==> config.mk <==
export PLATFORM = sky130hd
export DESIGN_NAME = timestamp_event_priority_queue
export DESIGN_NICKNAME = d
export VERILOG_FILES = /design/src/tepq_pkg.sv /design/src/tepq_store.sv /design/src/tepq_ctrl.sv /design/src/timestamp_event_priority_queue.sv
export SDC_FILE = /design/constraint.sdc
export NUM_CORES = 2
export LEC_CHECK = 0
export BUFFER_PORTS_ARGS = -buffer_cell sky130_fd_sc_hd__buf_4
export CAP_MARGIN = 10
export CORE_MARGIN = 5
export CORE_UTILIZATION = 25
export CTS_CLUSTER_DIAMETER = 100
export DETAILED_ROUTE_END_ITERATION = 10
export REMOVE_ABC_BUFFERS = 1
export SETUP_SLACK_MARGIN = 0.5
export SLEW_MARGIN = 30
export SYNTH_ARGS = -nofsm -noshare
export SYNTH_HDL_FRONTEND = slang
export SYNTH_SLANG_ARGS = --single-unit
==> constraint.sdc <==
create_clock -name clock -period 25.7 [get_ports clock]
set_input_delay 3.855 -clock clock [delete_from_list [all_inputs] [get_ports clock]]
set_output_delay 3.855 -clock clock [all_outputs]
set_load 0.02 [all_outputs]
==> src/tepq_pkg.sv <==
// Shared types and codes for the timestamp event priority queue.
package tepq_pkg;

   localparam int ACTION_W = 2;
   localparam int TIME_W   = 64;
   localparam int SERIAL_W = 32;
   localparam int HANDLE_W = 16;
   localparam int STATUS_W = 3;
   localparam int OCC_W    = 5;

   localparam logic [ACTION_W-1:0] ACT_INSERT = 2'd0;
   localparam logic [ACTION_W-1:0] ACT_POP    = 2'd1;
   localparam logic [ACTION_W-1:0] ACT_REMOVE = 2'd2;
   localparam logic [ACTION_W-1:0] ACT_PEEK   = 2'd3;

   localparam logic [STATUS_W-1:0] ST_OK        = 3'd0;
   localparam logic [STATUS_W-1:0] ST_EMPTY     = 3'd1;
   localparam logic [STATUS_W-1:0] ST_FULL      = 3'd2;
   localparam logic [STATUS_W-1:0] ST_DUPLICATE = 3'd3;
   localparam logic [STATUS_W-1:0] ST_NOT_FOUND = 3'd4;

   typedef struct packed {
      logic [ACTION_W-1:0] action;
      logic [TIME_W-1:0]   event_time;
      logic [SERIAL_W-1:0] event_serial;
      logic [HANDLE_W-1:0] event_handle;
   } req_type;

   typedef struct packed {
      logic [STATUS_W-1:0] status;
      logic [TIME_W-1:0]   out_time;
      logic [SERIAL_W-1:0] out_serial;
      logic [HANDLE_W-1:0] out_handle;
      logic                is_empty;
      logic [OCC_W-1:0]    occupancy;
   } rsp_type;

   typedef struct packed {
      logic                valid;
      logic [TIME_W-1:0]   slot_time;
      logic [SERIAL_W-1:0] slot_serial;
      logic [HANDLE_W-1:0] slot_handle;
   } slot_type;

   typedef struct packed {
      logic    valid;
      rsp_type word;
   } result_type;

endpackage

==> src/tepq_store.sv <==
// Slot memory with one write port and one registered read port.
module tepq_store import tepq_pkg::*; #(
   parameter int DEPTH = 16,
   parameter int AW    = 4
) (
   input  logic          clock,
   input  logic [AW-1:0] rd_addr,
   output slot_type      rd_data,
   input  logic          wr_en,
   input  logic [AW-1:0] wr_addr,
   input  slot_type      wr_data
);

   slot_type mem [DEPTH];
   slot_type rd_data_ff;

   always_ff @(posedge clock) begin
      if (wr_en) begin
         mem[wr_addr] <= wr_data;
      end
   end

   always_ff @(posedge clock) begin
      rd_data_ff <= mem[rd_addr];
   end

   assign rd_data = rd_data_ff;

endmodule

==> src/tepq_ctrl.sv <==
// Sequencer that scans the slot memory with one key equality comparator and one key order comparator.
module tepq_ctrl import tepq_pkg::*; #(
   parameter int DEPTH = 16,
   parameter int AW    = 4,
   parameter int CW    = 5
) (
   input  logic          clock,
   input  logic          reset,
   input  logic          req_valid,
   output logic          req_ready,
   input  req_type       req_data,
   input  logic          out_free,
   output logic [AW-1:0] rd_addr,
   input  slot_type      rd_data,
   output logic          wr_en,
   output logic [AW-1:0] wr_addr,
   output slot_type      wr_data,
   output result_type    result
);

   typedef enum logic [3:0] {
      S_CLEAR  = 4'b0001,
      S_IDLE   = 4'b0010,
      S_SCAN   = 4'b0100,
      S_FINISH = 4'b1000
   } state_type;

   state_type     state_ff, state_in;
   req_type       req_ff, req_in;
   logic [AW:0]   issue_ff, issue_in;
   logic          dv_ff, dv_in;
   logic [AW-1:0] didx_ff, didx_in;
   logic          hit_ff, hit_in;
   logic [AW-1:0] hit_idx_ff, hit_idx_in;
   slot_type      hit_slot_ff, hit_slot_in;
   logic          dup_ff, dup_in;
   logic          free_ff, free_in;
   logic [AW-1:0] free_idx_ff, free_idx_in;
   logic [CW-1:0] count_ff, count_in;
   logic [AW-1:0] clr_ff, clr_in;

   logic          key_eq;
   logic          earlier;
   logic          wr_req;
   logic [CW-1:0] count_next;

   assign key_eq = rd_data.valid && (rd_data.slot_time == req_ff.event_time) &&
                   (rd_data.slot_serial == req_ff.event_serial);
   assign earlier = rd_data.valid && (!hit_ff ||
                    ({rd_data.slot_time, rd_data.slot_serial} <
                     {hit_slot_ff.slot_time, hit_slot_ff.slot_serial}));

   always_comb begin
      state_in    = state_ff;
      req_in      = req_ff;
      issue_in    = issue_ff;
      dv_in       = dv_ff;
      didx_in     = didx_ff;
      hit_in      = hit_ff;
      hit_idx_in  = hit_idx_ff;
      hit_slot_in = hit_slot_ff;
      dup_in      = dup_ff;
      free_in     = free_ff;
      free_idx_in = free_idx_ff;
      count_in    = count_ff;
      clr_in      = clr_ff;
      req_ready   = 1'b0;
      rd_addr     = '0;
      wr_req      = 1'b0;
      wr_en       = 1'b0;
      wr_addr     = '0;
      wr_data     = '0;
      count_next  = count_ff;
      result      = '0;
      case (state_ff)
         S_CLEAR: begin
            wr_en   = 1'b1;
            wr_addr = clr_ff;
            clr_in  = clr_ff + 1'b1;
            if (clr_ff == AW'(DEPTH - 1)) begin
               state_in = S_IDLE;
            end
         end
         S_IDLE: begin
            req_ready = 1'b1;
            if (req_valid) begin
               req_in   = req_data;
               issue_in = '0;
               dv_in    = 1'b0;
               hit_in   = 1'b0;
               dup_in   = 1'b0;
               free_in  = 1'b0;
               state_in = S_SCAN;
            end
         end
         S_SCAN: begin
            dv_in = 1'b0;
            if (issue_ff != (AW+1)'(DEPTH)) begin
               rd_addr  = issue_ff[AW-1:0];
               dv_in    = 1'b1;
               didx_in  = issue_ff[AW-1:0];
               issue_in = issue_ff + 1'b1;
            end
            if (dv_ff) begin
               case (req_ff.action)
                  ACT_INSERT: begin
                     if (key_eq) begin
                        dup_in = 1'b1;
                     end
                     if (!rd_data.valid && !free_ff) begin
                        free_in     = 1'b1;
                        free_idx_in = didx_ff;
                     end
                  end
                  ACT_REMOVE: begin
                     if (key_eq && !hit_ff) begin
                        hit_in      = 1'b1;
                        hit_idx_in  = didx_ff;
                        hit_slot_in = rd_data;
                     end
                  end
                  default: begin
                     if (earlier) begin
                        hit_in      = 1'b1;
                        hit_idx_in  = didx_ff;
                        hit_slot_in = rd_data;
                     end
                  end
               endcase
               if (didx_ff == AW'(DEPTH - 1)) begin
                  state_in = S_FINISH;
               end
            end
         end
         S_FINISH: begin
            result.word.status = ST_OK;
            case (req_ff.action)
               ACT_INSERT: begin
                  if (dup_ff) begin
                     result.word.status = ST_DUPLICATE;
                  end else if (!free_ff) begin
                     result.word.status = ST_FULL;
                  end else begin
                     result.word.out_time   = req_ff.event_time;
                     result.word.out_serial = req_ff.event_serial;
                     result.word.out_handle = req_ff.event_handle;
                     wr_req                 = 1'b1;
                     wr_addr                = free_idx_ff;
                     wr_data.valid          = 1'b1;
                     wr_data.slot_time      = req_ff.event_time;
                     wr_data.slot_serial    = req_ff.event_serial;
                     wr_data.slot_handle    = req_ff.event_handle;
                     count_next             = count_ff + 1'b1;
                  end
               end
               default: begin
                  if (!hit_ff) begin
                     result.word.status = (req_ff.action == ACT_REMOVE) ?
                                          ST_NOT_FOUND : ST_EMPTY;
                  end else begin
                     result.word.out_time   = hit_slot_ff.slot_time;
                     result.word.out_serial = hit_slot_ff.slot_serial;
                     result.word.out_handle = hit_slot_ff.slot_handle;
                     if (req_ff.action != ACT_PEEK) begin
                        wr_req        = 1'b1;
                        wr_addr       = hit_idx_ff;
                        wr_data       = hit_slot_ff;
                        wr_data.valid = 1'b0;
                        count_next    = count_ff - 1'b1;
                     end
                  end
               end
            endcase
            result.word.is_empty  = (count_next == '0);
            result.word.occupancy = OCC_W'(count_next);
            if (out_free) begin
               result.valid = 1'b1;
               wr_en        = wr_req;
               count_in     = count_next;
               state_in     = S_IDLE;
            end
         end
         default: begin
            state_in = S_IDLE;
         end
      endcase
   end

   always_ff @(posedge clock) begin
      if (reset) begin
         state_ff <= S_CLEAR;
         count_ff <= '0;
         clr_ff   <= '0;
         dv_ff    <= 1'b0;
         hit_ff   <= 1'b0;
         dup_ff   <= 1'b0;
         free_ff  <= 1'b0;
         issue_ff <= '0;
      end else begin
         state_ff <= state_in;
         count_ff <= count_in;
         clr_ff   <= clr_in;
         dv_ff    <= dv_in;
         hit_ff   <= hit_in;
         dup_ff   <= dup_in;
         free_ff  <= free_in;
         issue_ff <= issue_in;
      end
   end

   always_ff @(posedge clock) begin
      req_ff      <= req_in;
      didx_ff     <= didx_in;
      hit_idx_ff  <= hit_idx_in;
      hit_slot_ff <= hit_slot_in;
      free_idx_ff <= free_idx_in;
   end

endmodule

==> src/timestamp_event_priority_queue.sv <==
// Top level of the timestamp event priority queue with its result word register.
// A result word is registered after its request word is compared with all slots and the register is free.
// A request is accepted only while the sequencer is idle, so at most one word is in work,
// and a new request word is taken only after the result of the last one is registered.
// The time per word is set by the scan of the slot memory, one slot per cycle.
// After reset every slot of the slot memory is cleared, one after another, before a request is taken.
module timestamp_event_priority_queue import tepq_pkg::*; #(
   parameter int QUEUE_DEPTH = 16
) (
   input  logic    clock,
   input  logic    reset,
   input  logic    req_valid,
   output logic    req_ready,
   input  req_type req_data,
   output logic    rsp_valid,
   input  logic    rsp_ready,
   output rsp_type rsp_data
);

   localparam int AW = $clog2(QUEUE_DEPTH);
   localparam int CW = $clog2(QUEUE_DEPTH + 1);

   logic          out_free;
   logic [AW-1:0] rd_addr;
   slot_type      rd_data;
   logic          wr_en;
   logic [AW-1:0] wr_addr;
   slot_type      wr_data;
   result_type    result;

   logic          rsp_valid_ff, rsp_valid_in;
   rsp_type       rsp_data_ff, rsp_data_in;

   assign out_free = !rsp_valid_ff || rsp_ready;

   tepq_ctrl #(
      .DEPTH (QUEUE_DEPTH),
      .AW    (AW),
      .CW    (CW)
   ) u_ctrl (
      .clock     (clock),
      .reset     (reset),
      .req_valid (req_valid),
      .req_ready (req_ready),
      .req_data  (req_data),
      .out_free  (out_free),
      .rd_addr   (rd_addr),
      .rd_data   (rd_data),
      .wr_en     (wr_en),
      .wr_addr   (wr_addr),
      .wr_data   (wr_data),
      .result    (result)
   );

   tepq_store #(
      .DEPTH (QUEUE_DEPTH),
      .AW    (AW)
   ) u_store (
      .clock   (clock),
      .rd_addr (rd_addr),
      .rd_data (rd_data),
      .wr_en   (wr_en),
      .wr_addr (wr_addr),
      .wr_data (wr_data)
   );

   always_comb begin
      rsp_valid_in = rsp_valid_ff;
      rsp_data_in  = rsp_data_ff;
      if (result.valid) begin
         rsp_valid_in = 1'b1;
         rsp_data_in  = result.word;
      end else if (rsp_ready) begin
         rsp_valid_in = 1'b0;
      end
   end

   always_ff @(posedge clock) begin
      if (reset) begin
         rsp_valid_ff <= 1'b0;
      end else begin
         rsp_valid_ff <= rsp_valid_in;
      end
   end

   always_ff @(posedge clock) begin
      rsp_data_ff <= rsp_data_in;
   end

   assign rsp_valid = rsp_valid_ff;
   assign rsp_data  = rsp_data_ff;

`ifndef ASSERT_OFF
   a_one_in_work: assert property (@(posedge clock) disable iff (reset)
      req_valid && req_ready |=> !req_ready)
      else $error("request taken while a word is in work");

   a_failed_zero: assert property (@(posedge clock) disable iff (reset)
      rsp_valid && (rsp_data.status != ST_OK) |->
      (rsp_data.out_time == '0) && (rsp_data.out_serial == '0) &&
      (rsp_data.out_handle == '0))
      else $error("failed result word carries a nonzero entry");

   a_no_overwrite: assert property (@(posedge clock) disable iff (reset)
      result.valid |-> out_free)
      else $error("result word written over a pending one");

   a_drain: assert property (@(posedge clock) disable iff (reset)
      rsp_valid && rsp_ready && !result.valid |=> !rsp_valid)
      else $error("result word repeated after it was taken");
`endif

endmodule
After elaboration in Yosys (flattened, before gate mapping). Memory sizes are Yosys's and may differ from the RTL's. A register that Yosys moved wholly into a read port is not among the register bits. Index checks and enable logic that the tools add are counted. Widths: inputs -> output; s select.

Flip-flop bits (word level): 382. Bits in writable memories: 1808. Bits of input ports: 118. Output and inout bits: 123. Word-level logic and storage cells: 156. Memories: 1.

$add $sub $neg: 4. Magnitude comparators: 1. Equal/unequal tests: 24. Multiplexer cells: 73. Bitwise logic cells: 1. Reduce and logical (&&, ||, !) cells: 27.

Memory list: u_store.mem (words 16, width 113, read ports 1, clocked after Yosys merged registers in 1, write ports 1, line tepq_store.sv:14) `slot_type mem [DEPTH];`.

Operator list (count): $mux 112 (6); $mux 113 (5); $pmux 112 s2 (1); $mux 122 (1); $mux 115 (1); $lt 96x96->1 (1); $eq 64x64->1 (1); $mux 4 (14); $mux 5 (8); $eq 32x32->1 (1); $mux 1 (23); $reduce_and 5->1 (4); $ne 2x1->1 const B (8); $pmux 4 s2 (2); $pmux 4 s4 (1); $eq 4x4->1 const B (3); $pmux 1 s2 (6); $add 5x1->5 const B (2); $pmux 5 s2 (1); $ne 2x2->1 const B (4); $reduce_and 2->1 (4); $mux 3 (2); $reduce_and 6->1 (1); $reduce_bool 2->1 (3); 18 further kinds (27).

Logic depth before layout (Yosys ltp).
Depth after elaboration: 8. Depth in mapped cells: 13. Gate-level depth less buffers: 9.

Cells and area by module. A second synthesis with hierarchy kept.

Cells, all modules: 4188. Area, all modules: 87351.3 um^2.

Modules (own cells, without submodules): tepq_store (instances 1, cells each 2890, area an instance 69783.2 um^2, sequential area each 56554.2 um^2); tepq_ctrl (instances 1, cells each 1173, area an instance 13888.3 um^2, sequential area each 7587.3 um^2); timestamp_event_priority_queue (instances 1, cells each 125, area an instance 3679.8 um^2, sequential area each 3653.5 um^2).

Least setup slack after synthesis. Ideal clock, no wire load.

Kind: reg-to-reg. Start: reg u_ctrl.req_ff[109] (netlist bit). End: reg u_ctrl.hit_idx_ff[0], enable pin. Library setup time: 0.763 ns. Arrival time: 10.118 ns. Required time: 24.937 ns. Slack: 14.820 ns. Stages on the path, launching flop included: 8. Buffers on the path: 0. Clock period less this slack: 10.880 ns. Cells stage by stage: edfxtp_1 -> xor2_1 -> a2111o_1 -> nor4_1 -> nand4_1 -> nor4_1 -> o211ai_1 -> a211oi_1.

Longest elaborated chain between the ends: 6.

RTL lines: start: declaration (line tepq_ctrl.sv:29) `req_type req_ff, req_in;`; start signal: assignment (line tepq_ctrl.sv:212) `req_ff <= req_in;`; $eq 64x64->1 (line tepq_ctrl.sv:47) `assign key_eq = rd_data.valid && (rd_data.slot_time == req_ff.event_time) &&`; $logic_and 1x1->1 (2 in series) (line tepq_ctrl.sv:47); $logic_and 1x1->1 (line tepq_ctrl.sv:116) `if (key_eq && !hit_ff) begin`; $ne 2x1->1 (no source line); $reduce_and 5->1 (no source line); end signal: assignment (line tepq_ctrl.sv:214) `hit_idx_ff <= hit_idx_in;`; end: declaration (line tepq_ctrl.sv:34) `logic [AW-1:0] hit_idx_ff, hit_idx_in;`.

Every way passes these cells. A chain may end at the register's enable or synchronous reset.

Final worst setup path.
Start: in rsp_ready. End: mem u_store.mem[3][32] (netlist bit), enable pin.

Longest elaborated chain between the ends: 5.

RTL lines: start: declaration (line timestamp_event_priority_queue.sv:16) `input logic rsp_ready,`; $logic_or 1x1->1 (line timestamp_event_priority_queue.sv:34) `assign out_free = !rsp_valid_ff || rsp_ready;`; $mux 1 (line tepq_ctrl.sv:176) `if (out_free) begin`; $pmux 1 s2 (line tepq_ctrl.sv:75) `case (state_ff)`; $mux 1 (line tepq_store.sv:18) `if (wr_en) begin`; $mux 1 (implied by the code) (line tepq_store.sv:19) `mem[wr_addr] <= wr_data;`; end: declaration (line tepq_store.sv:14).

Every way passes these cells.

==> out/qor.yml <==
run_status:
  outcome: "completed"
detailed_routing:
  detail_route.iter0.violations: 4737
  detail_route.vias_per_cell: 4.61
  dr.pass1.iters: 5
  finalWirelength_mm: 251
  drc: 0
  postRouteAntennaNets: 0
  routedWlPerCell_um: 25.7
  num_vias: 45100
synthesis:
  yosys.cell_types.count: 60
  yosysSeqAreaShare: 0.765
  ys_dominant_reg_cell: "edfxtp_1"
  number_of_synthesized_flops_with_an_enable_pin: 2167
  yosys_register_bits: 2303
  mappedNetlistArea_um2: 88700
  synth_async_sr_flop_share: 0
  post_synth.cell_area_avg_um2: 19.5
  synth_warnings: 0
  synthesis.instances: 4553
critical_path:
  worst_path_dominant_cell_family: "simple AND/OR/NAND/NOR gates"
  critPathKind: "in2reg"
  timing.critical_path.buf_inv: 3
  slowest_stage: "buf_4"
  cpPeakStageDelay_ns: 0.86
  worst_setup_path_start_kind: "input pin"
  critPathCapture: "u_store.mem[3][32]$_DFFE_PP_"
  worst_r2r_start: "u_ctrl.req_ff[113]$_DFFE_PP_"
  crit_arrival_ns: 7.95
  worstPathMaxFanout: 51
  critical_path_depth: 10
  worst-endpoint-required_ns: 26.15
  setup.reg_to_reg.worst_slack_ns: 20.25
  crit_path_cell_trace: "buf_4, nand2b_1, nand2_1, nor2_1, nor2_1, nor2_1, nand3_1, nor2_4, buf_4, buf_4"
  critPathLaunch: "rsp_ready"
  end_kind: "flip-flop"
  critical_path.reg2reg.endpoint: "u_store.mem[2][1]$_DFFE_PP_"
  worst_r2r_path_depth: 8
timing:
  drv_slew: 0
  worstMarginPinSlew_ns: 1.14
  timing.slew.headroom: 0.241
  setup_tns_ns: 0
  rsz0062_at_grt: "no"
  setup_violations: 0
  timing_hold_violations_final: 0
  period_needed_ns: 7.50
  fin_crit_sh: 0.292
  post_route_clock_skew_ns: 0.0609
  timing.fmax_mhz: 133
global_route:
  via_count_of_the_first_global_routing_pass: 45400
  globalRouteTotalUtil: 0.133
  grt_antenna_before_repair: 20
  grt_start_max_net_pins: 137
  grt_pass1_wl_mm: 353
  grt_overflow_total: 0
cells_and_area:
  area_delta_synth_final_pct: 17.5
  drive_gt1_frac: 0.245
  seqCellArea_um2: 67800
  multiInputGateArea_um2: 19800
  final_cell_area_um2: 104000
  nNetsFinal: 5083
  num-fill-cells: 34500
place:
  port-buffer-count: 240
  dpl-instance-area_um2: 96300
  gp_routability_congestion: 0.842
  dp_hpwl_mm: 148
clocking:
  ctsRootBufferMaster: "clkbuf_16"
  cts_setup_buffers: 0
  tritoncts_clock_tree: "done"
  clock_sinks: 2303
  clock_latency_ns: 0.87
  cts-buffers-inserted: 224
  h-tree-depth: 4
  hold_buffers: 0
  clkSlewWorstSetupHoldPaths_ns: 0.06
  post_cts_sizing: 0
  cts-root-to-sink-buffers: 4
pwr:
  total_leakage_power_nw: 29.3
  power-per-cell-area_nw_per_um2: 80.1
  power.ir.vdd_worst_uv: 84.7
floorplanning:
  die_width_um: 606
  fp.dieArea_um2: 367000
  placement_rows: 218
  die_h_um: 606
  start_util: 0.251
  io_pins: 241
  floorplan.core_area_um2: 353000
min_path:
  hp-class: "reg2reg"
flow_run:
  max-cap-violations: 0
-- cells in the mapped netlist (all sizes together) (4+ instances only) --
cell type | count | share of area
edfxtp | 2167 | 0.73
mux4 | 452 | 0.11
nand2 | 266 | 0.011
nor2 | 163 | 0.0071
dfxtp | 136 | 0.031
nor2b | 129 | 0.0091
inv | 128 | 0.0054
and2 | 122 | 0.0086
a211oi | 119 | 0.010
clkbuf | 118 | 0.0050
a22oi | 117 | 0.0099
a31oi | 116 | 0.0082
buf | 108 | 0.0067
ha | 100 | 0.014
xnor2 | 64 | 0.0063
a21oi | 45 | 0.0025
nand4 | 37 | 0.0026
nand3 | 21 | 0.0012
a21o | 16 | 0.0014
xor2 | 13 | 0.0013
nand2b | 12 | 0.00085
nor4 | 12 | 0.00085
o21ai | 12 | 0.00068
nor3 | 10 | 0.00056
o22ai | 9 | 0.00064
nor4b | 7 | 0.00083
a2111oi | 4 | 0.00040
a221oi | 4 | 0.00040
and4 | 4 | 0.00040
-- how the worst min path moves through the flow --
stage,startpoint,cells after the start,end
detailed placement,u_store.rd_data[14]$_DFF_P_,0,u_ctrl.hit_slot_ff[14]$_DFFE_PP_
finish,u_store.rd_data[14]$_DFF_P_,0,u_ctrl.hit_slot_ff[14]$_DFFE_PP_
floorplan,u_store.rd_data[0]$_DFF_P_,0,u_ctrl.hit_slot_ff[0]$_DFFE_PP_
CTS,u_store.rd_data[14]$_DFF_P_,0,u_ctrl.hit_slot_ff[14]$_DFFE_PP_
global placement,u_store.rd_data[8]$_DFF_P_,0,u_ctrl.hit_slot_ff[8]$_DFFE_PP_
global route,u_store.rd_data[7]$_DFF_P_,0,u_ctrl.hit_slot_ff[7]$_DFFE_PP_
-- routing by layer --
metal	share of wire	track usage	vias to the layer above
met1	0.40	0.173	24100
met4	0.049	0.0559	4
met3	0.063	0.0213	389
li1	-	-	18900
met5	0.000056	0	-
met2	0.48	0.220	1726
-- cell usage in the layout, fill, tap and decap left out, types with 4 or more instances in the layout --
cell type / n
a21o_1: 16
bufinv_16: 23
a211oi_1: 117
clkinv_2: 36
edfxtp_1: 2167
o22ai_1: 9
a21oi_1: 45
a221oi_1: 4
nor4_1: 12
o21ai_0: 12
inv_1: 125
nand3_1: 21
diode_2: 9
clkinvlp_4: 10
clkbuf_16: 226
inv_6: 5
clkbuf_8: 23
buf_4: 278
nor2_4: 17
nor2_1: 145
xor2_1: 13
dfxtp_1: 136
xnor2_1: 61
and4_1: 4
buf_6: 7
clkbuf_1: 55
nand4_1: 37
buf_12: 18
nor3_1: 8
nand2b_1: 12
nor2b_2: 96
nand2_1: 263
buf_16: 9
mux4_2: 452
and2_1: 119
a22oi_1: 117
nor2b_1: 33
ha_1: 100
a31oi_1: 116
clkinv_1: 24
-- power breakdown --
part,leakage [nW],switching [W],internal [W]
clock,3.58,0.00140,0.00191
combinational,7.97,0.000351,0.000240
sequential,17.7,0.000127,0.00432
total,29.3,0.00187,0.00647
-- worst reg2reg max path, stage by stage, from the launching register on --
cell and delay (ns):
edfxtp_1 0.53, nor4b_4 0.65, and2_1 0.70, a22oi_1 0.20, nand2_1 0.16, nand3_1 0.32, nor2_4 0.79, buf_4 0.79
buf_4 0.87
-- stage by stage --
stage          instances  hold WS [ns]  utilization  worst slack, ns  total power, W
2_1_floorplan       4327         0.386            -            10.75         0.00482
3_3_place_gp        9360         0.389        0.273            17.16         0.00510
3_5_place_dp        9360         0.390        0.273            17.20         0.00511
4_1_cts             9768         0.405        0.294            18.09         0.00841
5_1_grt             9779         0.412        0.295            17.94         0.00861
6_report            9786         0.407        0.295            18.20         0.00834
-- flip-flops by register name (all words and copies together), names as in the netlist, 4 cells and up --
signal	cells
rsp_data	121
u_ctrl.clr_ff	4
u_ctrl.count_ff	5
u_ctrl.didx_ff	4
u_ctrl.free_idx_ff	4
u_ctrl.hit_idx_ff	4
u_ctrl.hit_slot_ff	112
u_ctrl.issue_ff	5
u_ctrl.req_ff	114
u_ctrl.state_ff	4
u_store.mem	1808
u_store.rd_data	113
-- final cells by class --
class                   count  share of cell area
diodes                      9            0.000216
clock buffers             304              0.0593
multi-input cells        1896               0.190
repair buffers            312              0.0266
inverters                 128             0.00480
well taps                4730              0.0568
flip-flops and latches   2303               0.651
clock inverters           104              0.0112
-- logic make-up (layout without fill, tap and decap cells) --
| family | count (synthesis) | in the layout | synth area share |
|---|---|---|---|
| adder cells (fa/ha/maj) | 100 | 100 | 0.0141 |
| multiplexers | 455 | 455 | 0.115 |
| other | 0 | 9 | 0 |
| flip-flops | 2303 | 2303 | 0.765 |
| XOR/XNOR | 77 | 77 | 0.00761 |
| AND/OR/NAND/NOR | 795 | 795 | 0.0444 |
| buffers and inverters | 354 | 848 | 0.0171 |
| AO/OA/AOI/OAI | 469 | 469 | 0.0369 |
No activity file was read; power rests on OpenSTA's default activity.
